### src/hdl/scbnd_pkg.sv
package scbnd_pkg;

	// Bus write word, oldest field first
	typedef struct packed {
		logic        chip_select;
		logic [1:0]  port_index;
		logic [7:0]  write_data;
		logic [31:0] frame_number;
	} bus_word_t;

	// Note event word
	typedef struct packed {
		logic [31:0] event_frame;
		logic        event_chip;
		logic [2:0]  event_channel;
		logic        is_note_on;
		logic [6:0]  midi_note;
		logic [6:0]  note_velocity;
		logic [63:0] timbre_signature;
	} note_word_t;

	// Work handed from front to back
	typedef enum logic [1:0] {
		CK_NONE,
		CK_FM_ON,
		CK_PSG_ON,
		CK_OFF
	} cmd_kind_t;

	typedef struct packed {
		cmd_kind_t   kind;
		logic        do_write;
		logic [8:0]  waddr;
		logic [7:0]  wdata;
		logic [31:0] frame;
		logic        chip;
		logic [2:0]  ch;
		logic [9:0]  period;
		logic [6:0]  vel;
	} cmd_t;

	typedef enum logic [2:0] {
		BK_CLEAR,
		BK_IDLE,
		BK_READ,
		BK_LAST,
		BK_FIN,
		BK_CHECK,
		BK_SEARCH,
		BK_EMIT
	} bk_state_t;

	localparam int FM_REGS = 512;
	localparam int FM_AW = 9;
	localparam logic [8:0] FM_KEY_REG = 9'h028;
	localparam logic [8:0] FM_DAC_REG = 9'h02B;
	localparam logic [7:0] FM_ALG_BASE = 8'hB0;
	localparam logic [7:0] FM_FHI_BASE = 8'hA4;
	localparam logic [7:0] FM_FLO_BASE = 8'hA0;
	localparam logic [7:0] FM_OP_BASE = 8'h30;
	localparam logic [4:0] LAST_STEP = 5'd30;
	localparam logic [22:0] FM_CLOCK_NUM = 23'd7670453;
	localparam logic [40:0] FM_MIN_SCALED = 41'd4831838208;
	localparam logic [63:0] PSG_CLOCK = 64'd3579545;
	localparam logic [63:0] FNV_OFFSET = 64'd1469598103934665603;
	localparam logic [63:0] FNV_PRIME = 64'd1099511628211;
	localparam logic [63:0] Q62_ONE = 64'h4000000000000000;
	localparam logic [6:0] VEL_MAX = 7'd127;
	localparam logic [3:0] PSG_SILENT = 4'hF;
	localparam logic [9:0] PSG_MIN_PERIOD = 10'd9;

	localparam logic [7:0][3:0] CARRIER_SETS =
		{4'hF, 4'hE, 4'hE, 4'hA, 4'h8, 4'h8, 4'h8, 4'h8};

	typedef logic [11:0][63:0] bound_tab_t;

	// Bits [s+63:s] of a 128-bit product
	function automatic logic [63:0] mul_shift(input logic [63:0] a, input logic [63:0] b,
		input int s);
		logic [127:0] p;
		p = {64'b0, a} * {64'b0, b};
		p = p >> s;
		return p[63:0];
	endfunction

	function automatic logic root_not_above(input logic [63:0] r);
		logic [63:0] acc;
		logic ok;
		acc = Q62_ONE;
		ok = 1'b1;
		for (int i = 0; i < 24; i++) begin
			acc = mul_shift(acc, r, 62);
			if (acc > {Q62_ONE[62:0], 1'b0})
				ok = 1'b0;
		end
		return ok;
	endfunction

	// Rounding boundaries of the twelve pitch classes, 37 fraction bits
	function automatic bound_tab_t build_bounds();
		logic [63:0] lo;
		logic [63:0] hi;
		logic [63:0] mid;
		logic [63:0] t;
		bound_tab_t tab;
		lo = Q62_ONE;
		hi = Q62_ONE + (Q62_ONE >> 4);
		t = Q62_ONE;
		while (hi - lo > 64'd1) begin
			mid = lo + ((hi - lo) >> 1);
			if (root_not_above(mid))
				lo = mid;
			else
				hi = mid;
		end
		for (int i = 0; i < 5; i++)
			t = mul_shift(t, lo, 62);
		for (int i = 0; i < 12; i++) begin
			tab[i] = mul_shift(t, 64'd55, 25);
			t = mul_shift(mul_shift(t, lo, 62), lo, 62);
		end
		return tab;
	endfunction

	localparam bound_tab_t BOUND_TAB = build_bounds();

	function automatic logic [63:0] fm_rhs(input logic [3:0] r);
		return 64'd9 * BOUND_TAB[r];
	endfunction

	function automatic logic [63:0] psg_lhs(input logic [3:0] q);
		return PSG_CLOCK << (6'd35 - {2'b0, q});
	endfunction

	// Octave of a note number
	function automatic logic [3:0] div12(input logic [6:0] k);
		logic [3:0] q;
		q = 4'd0;
		for (int j = 1; j <= 10; j++)
			if (k >= 7'(12 * j))
				q = 4'(j);
		return q;
	endfunction

	// One FNV-1a byte step; the prime is 2^40 + 0x1B3
	function automatic logic [63:0] fnv_step(input logic [63:0] h, input logic [7:0] b);
		logic [63:0] x;
		logic [63:0] m;
		x = h ^ {56'b0, b};
		m = x * {55'b0, FNV_PRIME[8:0]};
		return (x << 40) + m;
	endfunction

endpackage

### src/hdl/scbnd_front.sv
module scbnd_front (
	input  logic                 clk,
	input  logic                 arst_n,
	input  logic                 accept,
	input  scbnd_pkg::bus_word_t word,
	output logic                 cmd_v,
	output scbnd_pkg::cmd_t      cmd
);
	import scbnd_pkg::*;

	logic [8:0] addr_q, addr_d;
	logic       dac_q, dac_d;
	logic [3:0] mask_q [6];
	logic [3:0] mask_d [6];
	logic [9:0] period_q [4];
	logic [9:0] period_d [4];
	logic [3:0] att_q [4];
	logic [3:0] att_d [4];
	logic [2:0] tgt_q, tgt_d;

	logic [8:0] reg_a;
	logic [2:0] sel;
	logic [2:0] fm_ch;
	logic       was;
	logic [1:0] pch;
	logic [3:0] att_new;

	// Classify one bus word, update shadow state
	always_comb begin
		addr_d = addr_q;
		dac_d = dac_q;
		mask_d = mask_q;
		period_d = period_q;
		att_d = att_q;
		tgt_d = tgt_q;
		cmd_v = 1'b0;
		cmd = '0;
		cmd.kind = CK_NONE;
		cmd.frame = word.frame_number;
		reg_a = addr_q;
		sel = word.write_data[2:0];
		fm_ch = {1'b0, sel[1:0]} + (sel[2] ? 3'd3 : 3'd0);
		was = 1'b0;
		pch = word.write_data[6:5];
		att_new = word.write_data[3:0];
		if (!word.chip_select) begin
			unique case (word.port_index)
				2'd0: addr_d = {1'b0, word.write_data};
				2'd2: addr_d = {1'b1, word.write_data};
				default: begin
					cmd_v = 1'b1;
					cmd.do_write = 1'b1;
					cmd.waddr = reg_a;
					cmd.wdata = word.write_data;
					cmd.chip = 1'b0;
					cmd.ch = fm_ch;
					if (reg_a == FM_DAC_REG)
						dac_d = word.write_data[7];
					if (reg_a == FM_KEY_REG && sel[1:0] != 2'd3) begin
						was = mask_q[fm_ch] != 4'd0;
						mask_d[fm_ch] = word.write_data[7:4];
						if (word.write_data[7:4] != 4'd0 && !was) begin
							if (!(fm_ch == 3'd5 && dac_q))
								cmd.kind = CK_FM_ON;
						end else if (word.write_data[7:4] == 4'd0 && was) begin
							cmd.kind = CK_OFF;
						end
					end
				end
			endcase
		end else if (word.write_data[7]) begin
			// Latch byte
			tgt_d = word.write_data[6:4];
			cmd.chip = 1'b1;
			cmd.ch = {1'b0, pch};
			if (word.write_data[4]) begin
				was = att_q[pch] < PSG_SILENT;
				att_d[pch] = att_new;
				cmd.period = period_q[pch];
				cmd.vel = VEL_MAX - {att_new[3:0], 3'b0};
				if (att_new < PSG_SILENT && !was && pch != 2'd3) begin
					cmd_v = 1'b1;
					cmd.kind = CK_PSG_ON;
				end else if (att_new == PSG_SILENT && was) begin
					cmd_v = 1'b1;
					cmd.kind = CK_OFF;
				end
			end else if (pch != 2'd3) begin
				period_d[pch] = {period_q[pch][9:4], word.write_data[3:0]};
			end
		end else begin
			// Data byte: high bits of the latched tone period
			if (!tgt_q[0] && tgt_q[2:1] != 2'd3)
				period_d[tgt_q[2:1]] = {word.write_data[5:0], period_q[tgt_q[2:1]][3:0]};
		end
	end

	always_ff @(posedge clk or negedge arst_n) begin
		if (!arst_n) begin
			addr_q <= '0;
			dac_q <= 1'b0;
			tgt_q <= '0;
			for (int i = 0; i < 6; i++)
				mask_q[i] <= '0;
			for (int i = 0; i < 4; i++) begin
				period_q[i] <= '0;
				att_q[i] <= PSG_SILENT;
			end
		end else if (accept) begin
			addr_q <= addr_d;
			dac_q <= dac_d;
			tgt_q <= tgt_d;
			mask_q <= mask_d;
			period_q <= period_d;
			att_q <= att_d;
		end
	end
endmodule

### config.mk
export PLATFORM = sky130hd
export DESIGN_NAME = scbnd_front
export DESIGN_NICKNAME = d
export VERILOG_FILES = /design/src/hdl/scbnd_pkg.sv /design/src/hdl/scbnd_front.sv
export SDC_FILE = /design/constraint.sdc
export NUM_CORES = 1
export LEC_CHECK = 0
export BUFFER_PORTS_ARGS = -buffer_cell sky130_fd_sc_hd__buf_4
export CORE_MARGIN = 2
export CORE_UTILIZATION = 45
export CTS_CLUSTER_SIZE = 10
export DETAILED_ROUTE_END_ITERATION = 6
export PLACE_DENSITY_LB_ADDON = 0.1
export SLEW_MARGIN = 20
export SYNTH_ARGS = -nofsm -noshare
export SYNTH_HDL_FRONTEND = slang
export SYNTH_SLANG_ARGS = --single-unit
### constraint.sdc
create_clock -name clk -period 5.55 [get_ports clk]
set_input_delay 0 -clock clk [delete_from_list [all_inputs] [get_ports clk]]
set_output_delay 0 -clock clk [all_outputs]
set_load 0.005 [all_outputs]
==> qor.yml, run 1 <==
synth-seq-area-share_pct: 50.65
final_nets: 432
switching_share_pct: 26.06
worst-setup-path-type: "in2out"
cts_tree: "done"
area_delta_synth_final_pct: 9.854
insertedDiodeCount: 0
preCtsSetupSlack_ns: 3.139
final-setup-viol-count: 0
timing.max_cap.violations: 0
timing.final.max_slew_violations: 0
reg2reg_to: "mask_q[15]"
floorplan.initialDensity_pct: 45.71
grt_remaining_overflow: 0
required_ns: 5.55
timing.critical_path.slowest_cell_delay_ns: 0.66
postSynthNetCount: 424
reg2regPathDepth: 5
cts_root_buf: "sky130_fd_sc_hd__clkbuf_8"
post_route_fraction_of_the_period_consumed_by_the_critical_path_pct: 52.44
whs_path_depth: 0
rsz0062_at_grt: "no"
port_buffers: 55
synth_warnings: 0
worst-r2r-setup-slack_ns: 3.34
dieHeight_um: 105.5
internal_power_of_the_cells_mw: 1.183
leakage_nw: 2.365
clock_power_share_pct: 28.4
rr_startpoint: "addr_q[8]"
drc: 0
total_switching_power_mw: 0.4170
clk_latency_worst_skew_pair_ns: 0.36
drt-pass1-iter-count: 4
power_density_nw_per_um2: 314.3
final_period_minus_worst_setup_slack_ns: 2.910
hold_slack_ns: 0.000001682
worstHoldEndpoint: "cmd[28]"
cp_max_fo: 13
grt_first_pass_wirelength_um: 15910
slew_headroom_pct: 37.64
ys_ff_latch: 93
place_congestion: 0.8233
cts_buf_count: 9
yosysUniqueCellTypes: 41
routedWlPerCell_um: 18.79
worstHoldStart: "word[7]"
totalWireLength_um: 9848
vias: 2792
cts_repair_resize_count: 0
cts.htree.levels: 3
final_critical_path_setup_slack_ns: 2.640
half_perimeter_wire_length_after_placement_um: 6558
layout_common_cells: "77 x sky130_fd_sc_hd__dfrtp_1, 74 x sky130_fd_sc_hd__mux2_2, 57 x sky130_fd_sc_hd__buf_4, 24 x sky130_fd_sc_hd__and2_1, 23 x sky130_fd_sc_hd__nor2_1"
aggregate_negative_setup_slack_ns: 0
worst_slew_pin_slew_ns: 0.9283
most_common_library_cell_in_the_layout_ignoring_fill_and_taps: "sky130_fd_sc_hd__dfrtp_1"
coreArea_sq_um: 10140
cpLargestDelayFamily: "simple AND/OR/NAND/NOR gates"
total_power_mw: 1.600
timing.critical_path.arrival_ns: 2.91
antenna_found_initial: 0
postCtsSetupRepairBufs: 0
critical-path-slowest-cell: "sky130_fd_sc_hd__or4b_2"
skew_ns: 0.02141
comb_power_share_pct: 17.2
grt_start_max_net_pins: 55
max-clock-path-buffers: 2
fmax_mhz: 343.6
dr.first_iter.drc_count: 76
num_rows: 37
power.sequential.fraction_pct: 54.4
die-area_sq_um: 11130
irDropWorstVdd_mv: 0.1591
critical_path.n_buffers_inverters: 4
cts_num_sinks: 93
fp.dieW_um: 105.5
drt-vias-per-instance: 5.328
io-pin-count: 120
min_path_type: "in2out"
path_cells: "dlygate4sd3_1 > buf_4 > ha_1 > inv_1 > fa_1 > or4b_2 > nor3_1 > nor3_1 > a211o_2 > nand3_1 > buf_4"
finalCoreUtilization_pct: 50.22
first_global_vias: 2949
outcome: "finished, final reports clean"
globalRouteTotalUtil_pct: 18.74
end_kind: "output port"
final_antenna_net_count: 0
hold_violations: 0
synthesis.area_sq_um: 4634
synthesis.instances: 375
setup.worst_path.start_class: "input port"
postSynthAreaPerCell_sq_um: 12.36
drive_above_1_share_pct: 48.20
logic make-up (layout without fill, tap and decap cells):
| group | Yosys count | count (layout) | share of synthesized area (%) |
|---|---|---|---|
| AO/OA/AOI/OAI | 11 | 11 | 1.782 |
| adder cells (fa/ha/maj) | 3 | 3 | 0.9719 |
| buffers and inverters | 70 | 83 | 8.666 |
| flip-flops | 93 | 93 | 50.65 |
| multiplexers | 89 | 89 | 24.62 |
| AND/OR/NAND/NOR | 109 | 109 | 13.31 |
Yosys cell counts, drive strengths merged:
| cell type | n | share of area, % |
|---|---|---|
| a22o | 1 | 0.19 |
| or4b | 2 | 0.43 |
| fa | 1 | 0.43 |
| buf | 39 | 6.2 |
| a211o | 1 | 0.22 |
| nand3b | 1 | 0.16 |
| nor3b | 2 | 0.32 |
| nand3 | 4 | 0.43 |
| nand4 | 7 | 1.1 |
| and2 | 25 | 3.4 |
| mux4 | 11 | 5.3 |
| nand2b | 5 | 0.67 |
| nor4 | 1 | 0.14 |
| o21ai | 6 | 0.65 |
| clkbuf | 25 | 2.0 |
| nand2 | 19 | 1.5 |
| nor3 | 5 | 0.54 |
| nor4b | 1 | 0.51 |
| or4 | 4 | 0.65 |
| o32ai | 1 | 0.19 |
| a21oi | 1 | 0.11 |
| and3b | 1 | 0.19 |
| or3 | 4 | 0.54 |
| dfrtp | 77 | 42 |
| ha | 2 | 0.54 |
| inv | 6 | 0.49 |
| mux2 | 78 | 19 |
| dfstp | 16 | 9.1 |
| nor2 | 23 | 1.9 |
| a211oi | 1 | 0.43 |
| or3b | 2 | 0.43 |
| or2 | 2 | 0.27 |
| and3 | 1 | 0.14 |
power groups by stage:
stage	logic (mW)	registers, mW	clock network [mW]
after floorplan	0.214	0.862	0
after global placement	0.273	0.879	0
after detailed placement	0.276	0.884	0
after CTS	0.280	0.871	0.467
after global routing	0.304	0.885	0.497
final	0.275	0.871	0.454
worst register-to-register path: cells and delay by family (launching register included):
family	cells	cell delay, ns
DFF	1	0.43
muxes	1	0.38
and+or+nand+nor	4	1.29
registers in the layout, indices dropped and copies added (netlist names):
register and cells:
period_q 40, addr_q 9, att_q 16, dac_q 1, mask_q 24, tgt_q 3
final cells by class:
class / count / area (sq um)
Fill cell: 908 / 5047
Timing Repair Buffer: 61 / 467.9
Sequential cell: 93 / 2347
Tap cell: 136 / 170.2
Clock inverter: 7 / 73.82
Inverter: 6 / 22.52
Multi-Input combinational cell: 212 / 1886
Clock buffer: 9 / 123.9
metrics by stage:
step | area (sq um) | std cells
2_1_floorplan | 4634 | 375
3_3_place_gp | 4853 | 504
3_5_place_dp | 4853 | 504
4_1_cts | 5091 | 524
5_1_grt | 5091 | 524
6_report | 5091 | 524
worst max-delay path by stage:
stage	slack [ns]	cells after the start	end	start
finish	2.64	11	cmd[71]	word[34]
global route	2.48	11	cmd[71]	word[34]
CTS	2.64	11	cmd[71]	word[34]
detailed placement	3.14	10	cmd[71]	word[32]
global placement	3.17	10	cmd[71]	word[32]
floorplan	3.56	6	mask_q[20]	addr_q[8]
layer usage:
| layer | GRT usage [%] | part of all wire [%] | wire, um | vias to the layer above |
|---|---|---|---|---|
| met3 | 3.463 | 3.7 | 365 | 19 |
| li1 | - | - | - | 1275 |
| met4 | 7.048 | 1.6 | 162 | 0 |
| met2 | 29.63 | 48 | 4688 | 75 |
| met1 | 25.77 | 47 | 4631 | 1423 |
| met5 | 0 | 0 | 0 | - |
what timing repair did:
| action | in CTS | in global routing |
|---|---|---|
| endpoints found under the setup margin | 0 | 0 |
| hold endpoints to repair | 42 | 0 |
| hold buffers | 4 | 0 |
Power figures use the tool's default switching activity.
==> run 2, diff against run 1 <==
==> constraint.sdc (replaced) <==
create_clock -name clk -period 2.51 [get_ports clk]
set_input_delay 0 -clock clk [delete_from_list [all_inputs] [get_ports clk]]
set_output_delay 0 -clock clk [all_outputs]
set_load 0.005 [all_outputs]
==> run 2 against run 1 <==
  * Final area rose by 1.5%
  * Register-to-register slack got worse by 3.0 ns
  * Cell count rose by 1.5%
  * Clock power rose by 120%
  * Count of clock-buffer cells in the layout rose by 2
  * Critical endpoint unchanged
  * Largest power group unchanged
  * Highest routed layer unchanged
==> qor.yml, run 2 (synthesis results as in run 1) <==
slew_headroom_pct: 57.94  # +20 points
io-pin-count: 120  # unchanged
cts_buf_count: 9  # unchanged
drt-pass1-iter-count: 4  # unchanged
fp.dieW_um: 105.5  # unchanged
post_route_fraction_of_the_period_consumed_by_the_critical_path_pct: 91.45
num_rows: 37  # unchanged
final_antenna_net_count: 0  # unchanged
half_perimeter_wire_length_after_placement_um: 6587  # +0.45%
worst-setup-path-type: "in2out"
critical_path.n_buffers_inverters: 3  # -1
fmax_mhz: 435.7
port_buffers: 55  # unchanged
reg2regPathDepth: 5  # unchanged
power.sequential.fraction_pct: 54.0  # -0.4 points
largest_register_ffs: 40  # unchanged
cts.htree.levels: 3  # unchanged
area_delta_synth_final_pct: 11.50
total_switching_power_mw: 0.9140  # +120%
critical-path-slowest-cell: "sky130_fd_sc_hd__or4b_2"
cpLargestDelayFamily: "simple AND/OR/NAND/NOR gates"
timing.max_cap.violations: 0  # unchanged
final_nets: 440  # +1.9%
outcome: "finished, final reports clean"
top_register: "period_q"
place_congestion: 0.7649  # -7.1%
grt_remaining_overflow: 0  # unchanged
skew_ns: 0.008968  # -0.01244 ns
switching_share_pct: 25.63  # -0.43 points
insertedDiodeCount: 0  # unchanged
first_global_vias: 2955  # +0.20%
globalRouteTotalUtil_pct: 18.78  # +0.037 points
clk_latency_worst_skew_pair_ns: 0.36  # about the same
hold_slack_ns: 0.000001675  # -0.000000006790 ns
totalWireLength_um: 9833  # -0.15%
routedWlPerCell_um: 18.48  # -1.7%
max-clock-path-buffers: 2  # unchanged
whs_path_depth: 0  # unchanged
grt_first_pass_wirelength_um: 15960  # +0.30%
cts_num_sinks: 93  # unchanged
setup.worst_path.start_class: "input port"
leakage_nw: 2.408  # +1.8%
dieHeight_um: 105.5  # unchanged
hold_violations: 0  # unchanged
drive_above_1_share_pct: 49.24  # +1.0 points
dr.first_iter.drc_count: 109  # +43%
aggregate_negative_setup_slack_ns: 0  # unchanged
cp_max_fo: 6  # -7
irDropWorstVdd_mv: 0.4686  # +190%
cts_root_buf: "sky130_fd_sc_hd__clkbuf_8"
finalCoreUtilization_pct: 50.97  # +0.75 points
min_path_type: "in2out"
cts_tree: "done"
die-area_sq_um: 11130  # unchanged
most_common_library_cell_in_the_layout_ignoring_fill_and_taps: "sky130_fd_sc_hd__dfrtp_1"
end_kind: "output port"
drt-vias-per-instance: 5.293  # -0.66%
required_ns: 2.51  # -3.04 ns
rsz0062_at_grt: "no"
biggestRegsByFlops: "period_q x40, mask_q x24, att_q x16"
final-setup-viol-count: 0  # unchanged
timing.critical_path.slowest_cell_delay_ns: 0.65  # about the same
antenna_found_initial: 0  # unchanged
grt_start_max_net_pins: 49  # -11%
comb_power_share_pct: 17.3  # about the same
internal_power_of_the_cells_mw: 2.652  # +120%
final_period_minus_worst_setup_slack_ns: 2.295
power_density_nw_per_um2: 690.1  # +120%
timing.critical_path.arrival_ns: 2.30  # -0.61 ns
worst_slew_pin_slew_ns: 0.6310  # -0.2974 ns
floorplan.initialDensity_pct: 45.71  # unchanged
coreArea_sq_um: 10140  # unchanged
finish.instance_area_sq_um: 5167  # +1.5%
total_power_mw: 3.566  # +120%
layout_common_cells: "77 x sky130_fd_sc_hd__dfrtp_1, 74 x sky130_fd_sc_hd__mux2_2, 64 x sky130_fd_sc_hd__buf_4, 24 x sky130_fd_sc_hd__and2_1, 23 x sky130_fd_sc_hd__nor2_1"
vias: 2816  # +0.86%
timing.final.max_slew_violations: 0  # unchanged
clock_power_share_pct: 28.7  # +0.3 points
path_cells: "buf_4 > ha_1 > inv_1 > fa_1 > or4b_2 > nor3_1 > nor3_1 > a211o_2 > nand3_1 > buf_4"
worst-path-stages: 10  # -1
placed_area_sq_um: 4926  # +1.5%
drc: 0  # unchanged
[run 2: cell types whose count changed in the layout (fill, tap and decap cells not counted)]
cell                         change
sky130_fd_sc_hd__buf_12          +1
sky130_fd_sc_hd__buf_4           +7
sky130_fd_sc_hd__clkbuf_1        +1
sky130_fd_sc_hd__clkbuf_8        +1
sky130_fd_sc_hd__clkinv_1        -1
sky130_fd_sc_hd__clkinv_4        -1
sky130_fd_sc_hd__clkinvlp_4      +1
sky130_fd_sc_hd__inv_6           -1
[run 2: power groups by stage]
| stage | Sequential (mW) | Clock, mW | Combinational, mW |
|---|---|---|---|
| after floorplan | 1.91 | 0 | 0.474 |
| after global placement | 1.94 | 0 | 0.608 |
| after detailed placement | 1.95 | 0 | 0.621 |
| after CTS | 1.93 | 1.06 | 0.627 |
| after global routing | 1.97 | 1.13 | 0.676 |
| final | 1.93 | 1.02 | 0.616 |
[run 2: final cells by class]
class	instances	area, sq um
clock buffers	11	141.4
repair buffers	69	540.5
inverters	6	22.52
fillers	913	4971
well taps	136	170.2
clock inverters	5	60.06
multi-input cells	212	1886
flip-flops and latches	93	2347
[run 2: routing by layer]
metal / vias up / track usage (%) / wire length (um)
met4: 0 / 5.238 / 114
met1: 1431 / 25.57 / 4660
li1: 1298 / - / -
met3: 16 / 4.824 / 336
met2: 71 / 29.82 / 4722
met5: - / 0 / 0
[run 2: what timing repair did]
action	4_1_cts	5_1_grt
gates resized for setup	0	0
hold buffers	4	0
hold endpoints to repair	41	0
setup buffers	0	0
[run 2: worst paths after layout]
kind                       slack (ns)     endpoint   startpoint
min in group asynchronous        0.20    mask_q[6]       arst_n
setup reg to reg                 0.33   mask_q[13]    addr_q[8]
hold reg to reg                  0.38  period_q[0]  period_q[0]
max in group asynchronous        1.64     att_q[8]       arst_n
hold / removal               0.000002      cmd[42]     word[21]
setup / recovery                 0.21      cmd[71]     word[34]
[run 2: worst reg2reg max path, cell delays in order (launching register included)]
cell	delay, ns
sky130_fd_sc_hd__dfrtp_1	0.42
sky130_fd_sc_hd__nor4b_4	0.34
sky130_fd_sc_hd__nand4_2	0.20
sky130_fd_sc_hd__or3b_4	0.42
sky130_fd_sc_hd__nor2_1	0.32
sky130_fd_sc_hd__mux2_2	0.38
[run 2: per-stage QoR]
step	setup WS (ns)	std cells
after CTS	0.2174	532
after global placement	0.2599	512
after floorplan	0.5174	375
after detailed placement	0.1630	512
final	0.2146	532
after global routing	0.1031	532
