`src/hdl/scbnd_pkg.sv`:
```
package scbnd_pkg;

	// Bus write word, oldest field first
	typedef struct packed {
		logic        chip_select;
		logic [1:0]  port_index;
		logic [7:0]  write_data;
		logic [31:0] frame_number;
	} bus_word_t;

	// Note event word
	typedef struct packed {
		logic [31:0] event_frame;
		logic        event_chip;
		logic [2:0]  event_channel;
		logic        is_note_on;
		logic [6:0]  midi_note;
		logic [6:0]  note_velocity;
		logic [63:0] timbre_signature;
	} note_word_t;

	// Work handed from front to back
	typedef enum logic [1:0] {
		CK_NONE,
		CK_FM_ON,
		CK_PSG_ON,
		CK_OFF
	} cmd_kind_t;

	typedef struct packed {
		cmd_kind_t   kind;
		logic        do_write;
		logic [8:0]  waddr;
		logic [7:0]  wdata;
		logic [31:0] frame;
		logic        chip;
		logic [2:0]  ch;
		logic [9:0]  period;
		logic [6:0]  vel;
	} cmd_t;

	typedef enum logic [2:0] {
		BK_CLEAR,
		BK_IDLE,
		BK_READ,
		BK_LAST,
		BK_FIN,
		BK_CHECK,
		BK_SEARCH,
		BK_EMIT
	} bk_state_t;

	localparam int FM_REGS = 512;
	localparam int FM_AW = 9;
	localparam logic [8:0] FM_KEY_REG = 9'h028;
	localparam logic [8:0] FM_DAC_REG = 9'h02B;
	localparam logic [7:0] FM_ALG_BASE = 8'hB0;
	localparam logic [7:0] FM_FHI_BASE = 8'hA4;
	localparam logic [7:0] FM_FLO_BASE = 8'hA0;
	localparam logic [7:0] FM_OP_BASE = 8'h30;
	localparam logic [4:0] LAST_STEP = 5'd30;
	localparam logic [22:0] FM_CLOCK_NUM = 23'd7670453;
	localparam logic [40:0] FM_MIN_SCALED = 41'd4831838208;
	localparam logic [63:0] PSG_CLOCK = 64'd3579545;
	localparam logic [63:0] FNV_OFFSET = 64'd1469598103934665603;
	localparam logic [63:0] FNV_PRIME = 64'd1099511628211;
	localparam logic [63:0] Q62_ONE = 64'h4000000000000000;
	localparam logic [6:0] VEL_MAX = 7'd127;
	localparam logic [3:0] PSG_SILENT = 4'hF;
	localparam logic [9:0] PSG_MIN_PERIOD = 10'd9;

	localparam logic [7:0][3:0] CARRIER_SETS =
		{4'hF, 4'hE, 4'hE, 4'hA, 4'h8, 4'h8, 4'h8, 4'h8};

	typedef logic [11:0][63:0] bound_tab_t;

	// Bits [s+63:s] of a 128-bit product
	function automatic logic [63:0] mul_shift(input logic [63:0] a, input logic [63:0] b,
		input int s);
		logic [127:0] p;
		p = {64'b0, a} * {64'b0, b};
		p = p >> s;
		return p[63:0];
	endfunction

	function automatic logic root_not_above(input logic [63:0] r);
		logic [63:0] acc;
		logic ok;
		acc = Q62_ONE;
		ok = 1'b1;
		for (int i = 0; i < 24; i++) begin
			acc = mul_shift(acc, r, 62);
			if (acc > {Q62_ONE[62:0], 1'b0})
				ok = 1'b0;
		end
		return ok;
	endfunction

	// Rounding boundaries of the twelve pitch classes, 37 fraction bits
	function automatic bound_tab_t build_bounds();
		logic [63:0] lo;
		logic [63:0] hi;
		logic [63:0] mid;
		logic [63:0] t;
		bound_tab_t tab;
		lo = Q62_ONE;
		hi = Q62_ONE + (Q62_ONE >> 4);
		t = Q62_ONE;
		while (hi - lo > 64'd1) begin
			mid = lo + ((hi - lo) >> 1);
			if (root_not_above(mid))
				lo = mid;
			else
				hi = mid;
		end
		for (int i = 0; i < 5; i++)
			t = mul_shift(t, lo, 62);
		for (int i = 0; i < 12; i++) begin
			tab[i] = mul_shift(t, 64'd55, 25);
			t = mul_shift(mul_shift(t, lo, 62), lo, 62);
		end
		return tab;
	endfunction

	localparam bound_tab_t BOUND_TAB = build_bounds();

	function automatic logic [63:0] fm_rhs(input logic [3:0] r);
		return 64'd9 * BOUND_TAB[r];
	endfunction

	function automatic logic [63:0] psg_lhs(input logic [3:0] q);
		return PSG_CLOCK << (6'd35 - {2'b0, q});
	endfunction

	// Octave of a note number
	function automatic logic [3:0] div12(input logic [6:0] k);
		logic [3:0] q;
		q = 4'd0;
		for (int j = 1; j <= 10; j++)
			if (k >= 7'(12 * j))
				q = 4'(j);
		return q;
	endfunction

	// One FNV-1a byte step; the prime is 2^40 + 0x1B3
	function automatic logic [63:0] fnv_step(input logic [63:0] h, input logic [7:0] b);
		logic [63:0] x;
		logic [63:0] m;
		x = h ^ {56'b0, b};
		m = x * {55'b0, FNV_PRIME[8:0]};
		return (x << 40) + m;
	endfunction

endpackage

```
`src/hdl/scbnd_cmdq.sv`:
```
module scbnd_cmdq #(
	parameter int DEPTH = 2
) (
	input  logic            clk,
	input  logic            arst_n,
	input  logic            push_v,
	input  scbnd_pkg::cmd_t push_cmd,
	output logic            full,
	output logic            head_v,
	output scbnd_pkg::cmd_t head,
	input  logic            pop
);
	import scbnd_pkg::*;

	localparam int AW = $clog2(DEPTH);
	localparam int CW = $clog2(DEPTH + 1);

	cmd_t          mem_q [DEPTH];
	logic [AW-1:0] wr_q;
	logic [AW-1:0] rd_q;
	logic [CW-1:0] cnt_q;

	assign full = cnt_q == CW'(DEPTH);
	assign head_v = cnt_q != '0;
	assign head = mem_q[rd_q];

	// Storage, no reset needed
	always_ff @(posedge clk) begin
		if (push_v)
			mem_q[wr_q] <= push_cmd;
	end

	// Pointers and fill count
	always_ff @(posedge clk or negedge arst_n) begin
		if (!arst_n) begin
			wr_q <= '0;
			rd_q <= '0;
			cnt_q <= '0;
		end else begin
			if (push_v)
				wr_q <= (wr_q == AW'(DEPTH - 1)) ? '0 : wr_q + 1'b1;
			if (pop)
				rd_q <= (rd_q == AW'(DEPTH - 1)) ? '0 : rd_q + 1'b1;
			cnt_q <= cnt_q + CW'(push_v) - CW'(pop);
		end
	end

	a_no_push_full: assert property (@(posedge clk) disable iff (!arst_n)
		!(push_v && full && !pop))
		else $error("command pushed into full queue");
	a_no_pop_empty: assert property (@(posedge clk) disable iff (!arst_n)
		pop |-> head_v)
		else $error("command popped from empty queue");
endmodule

```
`config.mk`:
```
export PLATFORM = sky130hd
export DESIGN_NAME = scbnd_cmdq
export DESIGN_NICKNAME = d
export VERILOG_FILES = /design/src/hdl/scbnd_pkg.sv /design/src/hdl/scbnd_cmdq.sv
export SDC_FILE = /design/constraint.sdc
export NUM_CORES = 1
export LEC_CHECK = 0
export ABC_CLOCK_PERIOD_IN_PS = 4800
export BUFFER_PORTS_ARGS = -buffer_cell sky130_fd_sc_hd__clkbuf_2
export CORE_MARGIN = 5
export CORE_UTILIZATION = 24
export CTS_BUF_LIST = sky130_fd_sc_hd__clkbuf_4 sky130_fd_sc_hd__clkbuf_8
export DETAILED_ROUTE_END_ITERATION = 6
export PLACE_DENSITY = 0.51
export SLEW_MARGIN = 20
export SYNTH_ARGS = -nofsm -noshare
export SYNTH_HDL_FRONTEND = slang
export SYNTH_SLANG_ARGS = --single-unit
export TNS_END_PERCENT = 1
```
`constraint.sdc`:
```
create_clock -name clk -period 4.8 [get_ports clk]
set_input_delay 0.48 -clock clk [delete_from_list [all_inputs] [get_ports clk]]
set_output_delay 0.48 -clock clk [all_outputs]
set_load 0.01 [all_outputs]
```
==> impl_summary.log, run 1 <==
[metrics] detailed-route DRC error count: 0
[metrics] Min Hold Slack: between 200 and 250 ps
[metrics] critical path launch point type: flip-flop
[metrics] wire length of the first global-routing pass: around 17 mm
[metrics] final weighted congestion of routability-driven global placement: 0.643
[metrics] critical path class: reg -> out
[metrics] top-level port count: about 150
[metrics] number of setup violations in the final report: 0
[metrics] level count of the clock H-tree: 4
[metrics] fraction of final layout cells sized beyond drive strength 1: 62.5%
[metrics] initial standard-cell utilization of the core: 24.3%
[metrics] Hold Path Cell Cnt: 1
[metrics] CP top delay family: flip-flops
[metrics] vias: ~2800
[metrics] Resized cells post-CTS: 0
[metrics] R2R cell count: 1
[metrics] largest net degree at the start of global routing: 74
[metrics] NumNets Final: 487
[metrics] Final Instance Count excl. Fillers: 740
[metrics] placeable core region: 23500 um^2
[metrics] number of flip-flops and latches in the synthesized netlist: 150
[metrics] area of the mapped netlist: about 5700 um^2
[metrics] CP max stage delay: 1040 ps
[metrics] Tot GR Track Use: 8.52%
[metrics] status: complete, no violations
[metrics] TritonCTS Sinks: 150
[metrics] Synth warnings: 0
[metrics] die boundary width: 164 um
[metrics] largest driver fanout on the critical path: 52
[metrics] origin of the worst min-delay path: push_cmd[32]
[metrics] fin crit period: 3020 ps
[metrics] hold buffer count at CTS: 1
[metrics] number of max-cap violations: 0
[metrics] worst-path cell with the longest stage delay: dfrtp_4
[metrics] flop-to-flop setup slack: approximately 3100 ps
[metrics] syn nets: approximately 320
[metrics] post-DR vias/cell: 3.73
[metrics] count of buffering cells on the critical path with inverters included: 2
[metrics] clock network latency to the later pin of the worst-skew pair: about 430 ps
[metrics] HPWL after detailed placement: 7.60 mm
[metrics] launch instance of the worst register-to-register path: wr_q$_DFFE_PN0P_
[metrics] Achievable Freq: 0.332 GHz
[metrics] number of buffers inserted by port buffering: 151
[metrics] antenna-violating nets left: 0
[metrics] largest voltage drop on the vdd net: between 200 and 250 uV
[metrics] Worst-Margin Slew: approximately 1000 ps
[metrics] clk slew on worst S/H paths: 80 ps
[metrics] data arrival at the endpoint of the critical path: 2540 ps
[metrics] grt ovf: 0
[metrics] PwrDens: 581 nW/um^2
[metrics] Worst Hold Class: in -> reg
[metrics] endpoint of the worst hold path: mem_q[1][32]$_DFFE_PP_
[metrics] DP Cell Count: 707
[metrics] share of the clock period used by the worst path: 62.8%
[metrics] overall routed net length: 11.2 mm
[metrics] antenna diode count: 0
[metrics] ordered list of cells on the worst path: buf_4, mux2_4, clkbuf_2
[metrics] CTS root buffer: clkbuf_8
[metrics] syn avg cell area: 23.6 um^2
[metrics] Iter 0 DRT Violations: 73
[metrics] Max clock buf depth: 2
[metrics] average detailed-routed wire length per instance: 15.1 um
[metrics] final hold vios: 0
[metrics] Netlist cell types: 13
[metrics] vias in the first global route: 3230
[metrics] sequential cell area fraction in the yosys report: 78.5%
[metrics] post-CTS setup buffers: 0
[metrics] Clock Skew: 9.48 ps
[metrics] TritonCTS Buffers: 17
[metrics] setup repair after global routing missed its margin: no
[metrics] die footprint: about 27000 um^2
[metrics] First-pass DRT Iterations: 4
[metrics] Total Negative Setup Slacks: 0 ps
[metrics] max-slew headroom at the worst pin: 30.5%
[metrics] total number of placement rows: 56
[metrics] final slew viol count: 0
[metrics] required time at the worst-slack endpoint: 4320 ps
[metrics] most common cell after layout, fill and taps aside: clkbuf_2
[metrics] Area growth, synth to finish: 28.1%
[metrics] endpoint type of the worst setup path: output pin
[metrics] initial antenna violation count: 0
[metrics] Chip Height: between 150 and 200 um
[metrics] top library cells by usage in the layout, fill and taps aside: 151 x clkbuf_2, 146 x edfxtp_1, 60 x mux2_4, 17 x clkbuf_8, 13 x mux2_2
[metrics] TritonCTS clock tree: built
[metrics] reg2reg end: mem_q[1][47]$_DFFE_PP_
[metrics] Leak Pwr: 2.91 nW
[metrics] Mapped Cells: 242
==> stage by stage <==
stage / util (%) / worst slack [ps] / instance area (um^2) / total power (W)
finish: 31.2 / 1780 / 7320 / 0.00425
global route: 31.2 / 1610 / 7320 / 0.00450
CTS: 31.2 / 1670 / 7320 / 0.00435
detailed placement: 29.2 / 2180 / 6850 / 0.00321
global placement: 29.1 / 2200 / 6830 / 0.00318
floorplan: - / 608 / 5710 / 0.00278
==> final cells by class <==
type	instances	area, um^2
well taps	319	399
clock buffers	21	264
fillers	2313	16200
clock inverters	11	198
multi-input cells	82	1150
repair buffers	155	813
inverters	2	7.51
flip-flops and latches	150	4490
==> flip-flops by register name, indices dropped and copies added, names as in the netlist <==
register	count
cnt_q	2
mem_q	146
rd_q	1
wr_q	1
==> layer usage <==
layer | vias up | GRT usage, % | share of wire, %
li1 | 1285 | - | -
met1 | 1379 | 9.36 | 40
met2 | 88 | 14.4 | 50
met3 | 8 | 3.74 | 8.4
met4 | 0 | 3.55 | 1.5
met5 | - | 0 | 0
==> report_power, final <==
group | internal [W] | switching, W | total [W]
clock network | 0.000647 | 0.000472 | 0.00112
logic | 0.000665 | 0.000551 | 0.00122
registers | 0.00174 | 0.000176 | 0.00192
total | 0.00305 | 0.00120 | 0.00425
==> cells by family (layout without fill, tap and decap cells) <==
kind of cell	after synthesis	count (layout)	synth area share [%]
flip-flops	150	150	78.5
multiplexers	73	73	18.3
buffers and inverters	10	189	1.60
AND/OR/NAND/NOR	4	4	0.438
XOR/XNOR	3	3	0.723
adder cells (fa/ha/maj)	2	2	0.438
==> how the worst max path moves through the flow <==
stage                      from                    end  cells after the start
4_1_cts        rd_q$_DFFE_PN0P_               head[11]                      3
3_5_place_dp   rd_q$_DFFE_PN0P_               head[11]                      3
3_3_place_gp   rd_q$_DFFE_PN0P_               head[11]                      3
2_1_floorplan            push_v  mem_q[0][0]$_DFFE_PP_                      1
6_report       rd_q$_DFFE_PN0P_               head[11]                      3
5_1_grt        rd_q$_DFFE_PN0P_               head[71]                      3
==> cells in the mapped netlist, drive strengths merged <==
cell type | instances | share of area, %
nor2b | 2 | 0.22
xor2 | 2 | 0.31
inv | 2 | 0.13
and2 | 1 | 0.11
or2 | 1 | 0.11
xor3 | 1 | 0.42
ha | 2 | 0.44
mux2 | 73 | 18
edfxtp | 146 | 77
dfrtp | 4 | 1.8
buf | 8 | 1.5
(Power assumes the default switching activity.)
==> inputs of run 2 (changes only) <==
--- a/config.mk
+++ b/config.mk
@@ -5,7 +5,7 @@
 export SDC_FILE = /design/constraint.sdc
 export NUM_CORES = 1
 export LEC_CHECK = 0
-export ABC_CLOCK_PERIOD_IN_PS = 4800
+export ABC_CLOCK_PERIOD_IN_PS = 2800
 export BUFFER_PORTS_ARGS = -buffer_cell sky130_fd_sc_hd__clkbuf_2
 export CORE_MARGIN = 5
 export CORE_UTILIZATION = 24
==> constraint.sdc (replaced) <==
create_clock -name clk -period 2.8 [get_ports clk]
set_input_delay 0.28 -clock clk [delete_from_list [all_inputs] [get_ports clk]]
set_output_delay 0.28 -clock clk [all_outputs]
set_load 0.01 [all_outputs]
==> run 2 against run 1 <==
  * Final area increased by 5.6%
  * Non-clock buffer count rose by 47
  * Wire length grew 5.6%
  * Worst hold slack lost 190 ps
  * Global-route usage is 0.44 points higher
  * Via count grew 6.9%
  * Flip-flop and latch count did not move
  * Die area unchanged
  * Critical path depth unchanged
==> impl_summary.log, run 2 (same netlist as run 1, synthesis figures left out) <==
[metrics] post-layout utilization of the core: 32.9% (+1.7 points)
[metrics] share of the clock period used by the worst path: around four fifths
[metrics] PwrDens: 919 nW/um^2 (+58%)
[metrics] required time at the worst-slack endpoint: 2520 ps (-1800 ps)
[metrics] initial antenna violation count: 0 (unchanged)
[metrics] met2 layer usage reported by global route: 15.4% (+1.0 points)
[metrics] flip-flop count of the largest register, all copies and words added: 146 (unchanged)
[metrics] final slew viol count: 0 (unchanged)
[metrics] status: complete, no violations
[metrics] number of setup violations in the final report: 0 (unchanged)
[metrics] Leak Pwr: 3.08 nW (+5.6%)
[metrics] TritonCTS clock tree: built
[metrics] die boundary width: 164 um (unchanged)
[metrics] clk slew on worst S/H paths: 90 ps (about the same)
[metrics] wire length of the first global-routing pass: 18.0 mm (+3.6%)
[metrics] Chip Height: 164 um (unchanged)
[metrics] post-detailed-placement cell area: 6890 um^2 (+0.58%)
[metrics] Tot GR Track Use: 8.96% (+0.44 points)
[metrics] GR Util met1: 9.85% (+0.49 points)
[metrics] vias in the first global route: 3333 (+3.2%)
[metrics] post-DR vias/cell: 3.75 (+0.53%)
[metrics] flop-to-flop setup slack: 1100 ps (-1990 ps)
[metrics] Min Hold Slack: 42.7 ps (-190 ps)
[metrics] largest voltage drop on the vdd net: 366 uV (+55%)
[metrics] Iter 0 DRT Violations: 122 (+67%)
[metrics] detailed-route DRC error count: 0 (unchanged)
[metrics] critical path launch point type: flip-flop
[metrics] Resized cells post-CTS: 0 (unchanged)
[metrics] antenna diode count: 0 (unchanged)
[metrics] final hold vios: 0 (unchanged)
[metrics] TritonCTS Buffers: 17 (unchanged)
[metrics] overall routed net length: 11.8 mm (+5.6%)
[metrics] Worst Hold Class: in -> reg
[metrics] clock network latency to the later pin of the worst-skew pair: 440 ps (about the same)
[metrics] vias: 2951 (+6.9%)
[metrics] number of max-cap violations: 0 (unchanged)
[metrics] registers with the most flip-flops: mem_q: 146 flops, cnt_q: 2 flops
[metrics] fraction of final layout cells sized beyond drive strength 1: 56.0% (-6.5 points)
[metrics] Area growth, synth to finish: 35.2%
[metrics] initial standard-cell utilization of the core: 24.3% (unchanged)
[metrics] critical path class: reg -> out
[metrics] routing usage on met3: 3.79% (+0.050 points)
[metrics] grt ovf: 0 (unchanged)
[metrics] HPWL after detailed placement: 7.94 mm (+4.5%)
[metrics] fill cell instance count of the final layout: 2301 (-0.52%)
[metrics] Largest Register: mem_q
[metrics] setup repair after global routing missed its margin: no
[metrics] First-pass DRT Iterations: 4 (unchanged)
[metrics] max-slew headroom at the worst pin: 49.2% (+19 points)
[metrics] Max clock buf depth: 2 (unchanged)
[metrics] largest driver fanout on the critical path: 28 (-46%)
[metrics] Total Negative Setup Slacks: 0 ps (unchanged)
[metrics] data arrival at the endpoint of the critical path: 1900 ps (-640 ps)
[metrics] final weighted congestion of routability-driven global placement: 0.685 (+6.5%)
[metrics] Achievable Freq: 0.458 GHz
[metrics] Worst-Margin Slew: 760 ps (-282 ps)
[metrics] top library cells by usage in the layout, fill and taps aside: 151 x clkbuf_2, 146 x edfxtp_1, 60 x mux2_4, 46 x dlygate4sd3_1, 17 x clkbuf_8
[metrics] level count of the clock H-tree: 4 (unchanged)
[metrics] number of buffers inserted by port buffering: 151 (unchanged)
[metrics] NumNets Final: 534 (+9.7%)
[metrics] die footprint: 27000 um^2 (unchanged)
[metrics] most common cell after layout, fill and taps aside: clkbuf_2
[metrics] average detailed-routed wire length per instance: 15.0 um (-0.71%)
[metrics] placeable core region: 23500 um^2 (unchanged)
[metrics] post-route cell area: 7730 um^2 (+5.6%)
[metrics] Clock Skew: 12.9 ps (+3.42 ps)
[metrics] CTS root buffer: clkbuf_8
[metrics] total number of placement rows: 56 (unchanged)
[metrics] TritonCTS Sinks: 150 (unchanged)
[metrics] antenna-violating nets left: 0 (unchanged)
[metrics] fin crit period: roughly 2200 ps
[metrics] most crowded layer after global routing: met2
[metrics] largest net degree at the start of global routing: 42 (-43%)
[metrics] endpoint type of the worst setup path: output pin
[metrics] top-level port count: 152 (unchanged)
[run 2: area by class of cell]
class	instances	area [um^2]	share of cell area (%)
inverters	2	7.51	0.0972
repair buffers	202	1300	16.9
clock buffers	19	249	3.22
clock inverters	13	131	1.70
flip-flops and latches	150	4490	58.1
multi-input cells	82	1150	14.9
well taps	319	399	5.17
[run 2: critical path, cell delays in order (launching register included)]
cell      delay [ps]
dfrtp_4          480
buf_4            430
mux2_2           390
clkbuf_2         130
[run 2: metal layers]
layer,wire (um),vias up,share of wire (%)
met5,0,-,0
met4,168,0,1.4
met3,807,11,6.9
met2,6210,82,53
met1,4590,1476,39
li1,-,1382,-
[run 2: per-stage QoR]
step	instances	worst slack [ps]	power (W)
2_1_floorplan	242	61.8	0.00475
3_3_place_gp	709	1030	0.00552
3_5_place_dp	709	1020	0.00557
4_1_cts	770	547	0.00726
5_1_grt	787	477	0.00752
6_report	787	616	0.00710
[run 2: what timing repair did]
| action | CTS | global route |
|---|---|---|
| setup buffers | 0 | 0 |
| hold endpoints to repair | 58 | 33 |
| hold buffers | 29 | 17 |
| setup endpoints to repair | 0 | 0 |
[run 2: path summary, 6_finish.rpt]
path	from	to	cells after the start
hold / removal	push_cmd[1]	mem_q[1][1]$_DFFE_PP_	1
setup reg to reg	wr_q$_DFFE_PN0P_	mem_q[0][36]$_DFFE_PP_	2
min in group asynchronous	arst_n	cnt_q[0]$_DFF_PN0_	2
setup / recovery	rd_q$_DFFE_PN0P_	head[69]	3
max in group asynchronous	arst_n	rd_q$_DFFE_PN0P_	2
hold reg to reg	wr_q$_DFFE_PN0P_	wr_q$_DFFE_PN0P_	1
[run 2: report_power, final]
group	internal (W)	switching [W]
sequential	0.00298	0.000131
clock	0.000807	0.000812
combinational	0.00121	0.00116
total	0.00500	0.00210
==> inputs of run 3 (changes only) <==
--- a/config.mk
+++ b/config.mk
@@ -5,7 +5,7 @@
 export SDC_FILE = /design/constraint.sdc
 export NUM_CORES = 1
 export LEC_CHECK = 0
-export ABC_CLOCK_PERIOD_IN_PS = 2800
+export ABC_CLOCK_PERIOD_IN_PS = 2100
 export BUFFER_PORTS_ARGS = -buffer_cell sky130_fd_sc_hd__clkbuf_2
 export CORE_MARGIN = 5
 export CORE_UTILIZATION = 24
==> constraint.sdc (replaced) <==
create_clock -name clk -period 2.1 [get_ports clk]
set_input_delay 0.21 -clock clk [delete_from_list [all_inputs] [get_ports clk]]
set_output_delay 0.21 -clock clk [all_outputs]
set_load 0.01 [all_outputs]
==> run 3 against run 2 <==
  * Clock power rose by 49%
  * Combinational power rose by 35%
  * Total power rose by 38%
  * Setup slack got worse by 410 ps
  * Final cell count rose by 4.1%
  * Utilization rose by 1.5 points
  * Sequential power rose by 33%
  * Via count rose by 4.9%
  * Non-clock buffer count rose by 32
  * Worst hold slack improved by 75 ps
  * Sequential share of layout area fell by 2.5 points
  * Global-route usage fell by 0.15 points
  * Critical path type unchanged
  * Largest power group unchanged
  * Highest routed layer unchanged
==> impl_summary.log, run 3 (same netlist as run 1, synthesis figures left out) <==
[metrics] required time at the worst-slack endpoint: 1890 ps (-630 ps)
[metrics] clock network latency to the later pin of the worst-skew pair: 430 ps (about the same)
[metrics] final hold vios: 0 (unchanged)
[metrics] CTS root buffer: clkbuf_8
[metrics] Total Negative Setup Slacks: 0 ps (unchanged)
[metrics] vias in the first global route: 3438 (+3.2%)
[metrics] overall routed net length: 11.6 mm (-1.3%)
[metrics] Area growth, synth to finish: 41.3%
[metrics] critical path class: reg -> out
[metrics] vias: 3096 (+4.9%)
[metrics] total number of placement rows: 56 (unchanged)
[metrics] Tot GR Track Use: 8.80% (-0.15 points)
[metrics] reg2reg end: mem_q[1][48]$_DFFE_PP_
[metrics] Sw Share: 29.1% (-0.51 points)
[metrics] Met3 Wirelength: 717 um (-11%)
[metrics] flip-flop count of the largest register, all copies and words added: 146 (unchanged)
[metrics] average detailed-routed wire length per instance: 14.2 um (-5.2%)
[metrics] fin crit period: approximately 1900 ps
[metrics] initial antenna violation count: 0 (unchanged)
[metrics] wire length of the first global-routing pass: 18.0 mm (+0.23%)
[metrics] post-route cell area: 8070 um^2 (+4.5%)
[metrics] critical path launch point type: flip-flop
[metrics] clk slew on worst S/H paths: 90 ps (about the same)
[metrics] amount of wire on met2 after detailed routing: 6.09 mm (-1.9%)
[metrics] NumNets Final: 566 (+6.0%)
[metrics] endpoint type of the worst setup path: output pin
[metrics] top library cells by usage in the layout, fill and taps aside: 151 x clkbuf_2, 146 x edfxtp_1, 76 x dlygate4sd3_1, 60 x mux2_4, 17 x clkbuf_8
[metrics] post-DR vias/cell: 3.78 (+0.81%)
[metrics] detailed-route DRC error count: 0 (unchanged)
[metrics] Max clock buf depth: 2 (unchanged)
[metrics] largest net degree at the start of global routing: 41 (-2.4%)
[metrics] top-level port count: 152 (unchanged)
[metrics] most common cell after layout, fill and taps aside: clkbuf_2
[metrics] fill cell instance count of the final layout: 2242 (-2.6%)
[metrics] number of max-cap violations: 0 (unchanged)
[metrics] clock power share: 24.8% (+2.0 points)
[metrics] initial standard-cell utilization of the core: 24.3% (unchanged)
[metrics] max-slew headroom at the worst pin: 61.2% (+12 points)
[metrics] register share of total power: 42.4% (-1.4 points)
[metrics] met1 layer wirelength in the final routing: 4.69 mm (+2.2%)
[metrics] number of setup violations in the final report: 0 (unchanged)
[metrics] setup repair after global routing missed its margin: no
[metrics] Achievable Freq: roughly 0.53 GHz
[metrics] post-detailed-placement cell area: 6870 um^2 (-0.25%)
[metrics] Worst-Margin Slew: 582 ps (-179 ps)
[metrics] internal power component: 0.00693 W (+39%)
[metrics] registers with the most flip-flops: mem_q: 146 flops, cnt_q: 2 flops
[metrics] flop-to-flop setup slack: 620 ps (-480 ps)
[metrics] grt ovf: 0 (unchanged)
[metrics] placeable core region: 23500 um^2 (unchanged)
[metrics] number of buffers inserted by port buffering: 151 (unchanged)
[metrics] final weighted congestion of routability-driven global placement: 0.667 (-2.6%)
[metrics] Chip Height: 164 um (unchanged)
[metrics] level count of the clock H-tree: 4 (unchanged)
[metrics] die footprint: 27000 um^2 (unchanged)
[metrics] final slew viol count: 0 (unchanged)
[metrics] HPWL after detailed placement: 7.62 mm (-4.0%)
[metrics] launch instance of the worst register-to-register path: wr_q$_DFFE_PN0P_
[metrics] status: complete, no violations
[metrics] share of the clock period used by the worst path: 90.0%
[metrics] Clock Skew: 12.0 ps (-0.870 ps)
[metrics] PwrDens: 1210 nW/um^2 (+32%)
[metrics] data arrival at the endpoint of the critical path: 1680 ps (-220 ps)
[metrics] antenna-violating nets left: 0 (unchanged)
[metrics] fraction of final layout cells sized beyond drive strength 1: 53.0% (-3.0 points)
[metrics] largest driver fanout on the critical path: 34 (+21%)
[metrics] Iter 0 DRT Violations: 122 (unchanged)
[metrics] R2R cell count: 2 (unchanged)
[metrics] Largest Register: mem_q
[metrics] antenna diode count: 0 (unchanged)
[metrics] Gate power share: 32.8% (-0.6 points)
[metrics] net switching power: 0.00284 W (+35%)
[metrics] die boundary width: 164 um (unchanged)
[metrics] TritonCTS Sinks: 150 (unchanged)
[metrics] Leak Pwr: 3.23 nW (+4.9%)
[metrics] largest voltage drop on the vdd net: 631 uV (+72%)
[metrics] TritonCTS Buffers: 17 (unchanged)
[metrics] First-pass DRT Iterations: 4 (unchanged)
[metrics] Worst Hold Class: in -> async
[metrics] TritonCTS clock tree: built
[metrics] uppermost layer routed: met4
run 3: worst max-delay path: stages (launching register included):
cell and delay (ps):
dfrtp_4 470, buf_12 240, mux2_2 380, clkbuf_2 130
run 3: worst max path at each step:
stage / from / end / slack (ps) / depth (start not counted)
2_1_floorplan: wr_q$_DFFE_PN0P_ / mem_q[1][0]$_DFFE_PP_ / -480 / 1
3_3_place_gp: rd_q$_DFFE_PN0P_ / head[60] / 450 / 3
3_5_place_dp: rd_q$_DFFE_PN0P_ / head[60] / 420 / 3
4_1_cts: rd_q$_DFFE_PN0P_ / head[60] / 120 / 3
5_1_grt: rd_q$_DFFE_PN0P_ / head[57] / 90 / 3
6_report: rd_q$_DFFE_PN0P_ / head[59] / 210 / 3
run 3: power by group through the flow:
stage | registers [W] | clock network, W | logic (W)
4_1_cts | 0.00415 | 0.00255 | 0.00332
5_1_grt | 0.00420 | 0.00268 | 0.00346
6_report | 0.00414 | 0.00242 | 0.00320
2_1_floorplan | 0.00417 | 0 | 0.00215
3_5_place_dp | 0.00429 | 0 | 0.00311
3_3_place_gp | 0.00426 | 0 | 0.00308
run 3: metrics by stage:
| stage | hold WS (ps) | utilization [%] | std cells | power, W | setup WS [ps] |
|---|---|---|---|---|---|
| 3_5_place_dp | 30.8 | 29.3 | 710 | 0.00740 | 424 |
| 5_1_grt | 83.9 | 34.4 | 819 | 0.0103 | 85.7 |
| 6_report | 118 | 34.4 | 819 | 0.00977 | 210 |
| 2_1_floorplan | -85.6 | - | 242 | 0.00633 | -484 |
| 4_1_cts | 68.4 | 34.4 | 819 | 0.0100 | 121 |
| 3_3_place_gp | 26.1 | 29.3 | 710 | 0.00734 | 453 |
run 3: routing by layer:
layer,vias to the layer above,global-route usage (%)
met2,93,15.4
met4,0,2.86
met3,9,3.26
met5,-,0
met1,1548,9.95
li1,1446,-
run 3: area by class of cell:
cell class                      count  area, um^2  share of cell area (%)
Clock buffer                       17         234                    2.90
Clock inverter                     15         200                    2.48
Inverter                            2        7.51                  0.0930
Multi-Input combinational cell     82        1150                    14.2
Sequential cell                   150        4490                    55.6
Tap cell                          319         399                    4.94
Timing Repair Buffer              234        1590                    19.7
run 3: repair_timing:
action,CTS,global route
gates resized for setup,0,0
setup buffers,1,0
hold buffers,76,0
hold endpoints to repair,152,0
setup endpoints to repair,51,0
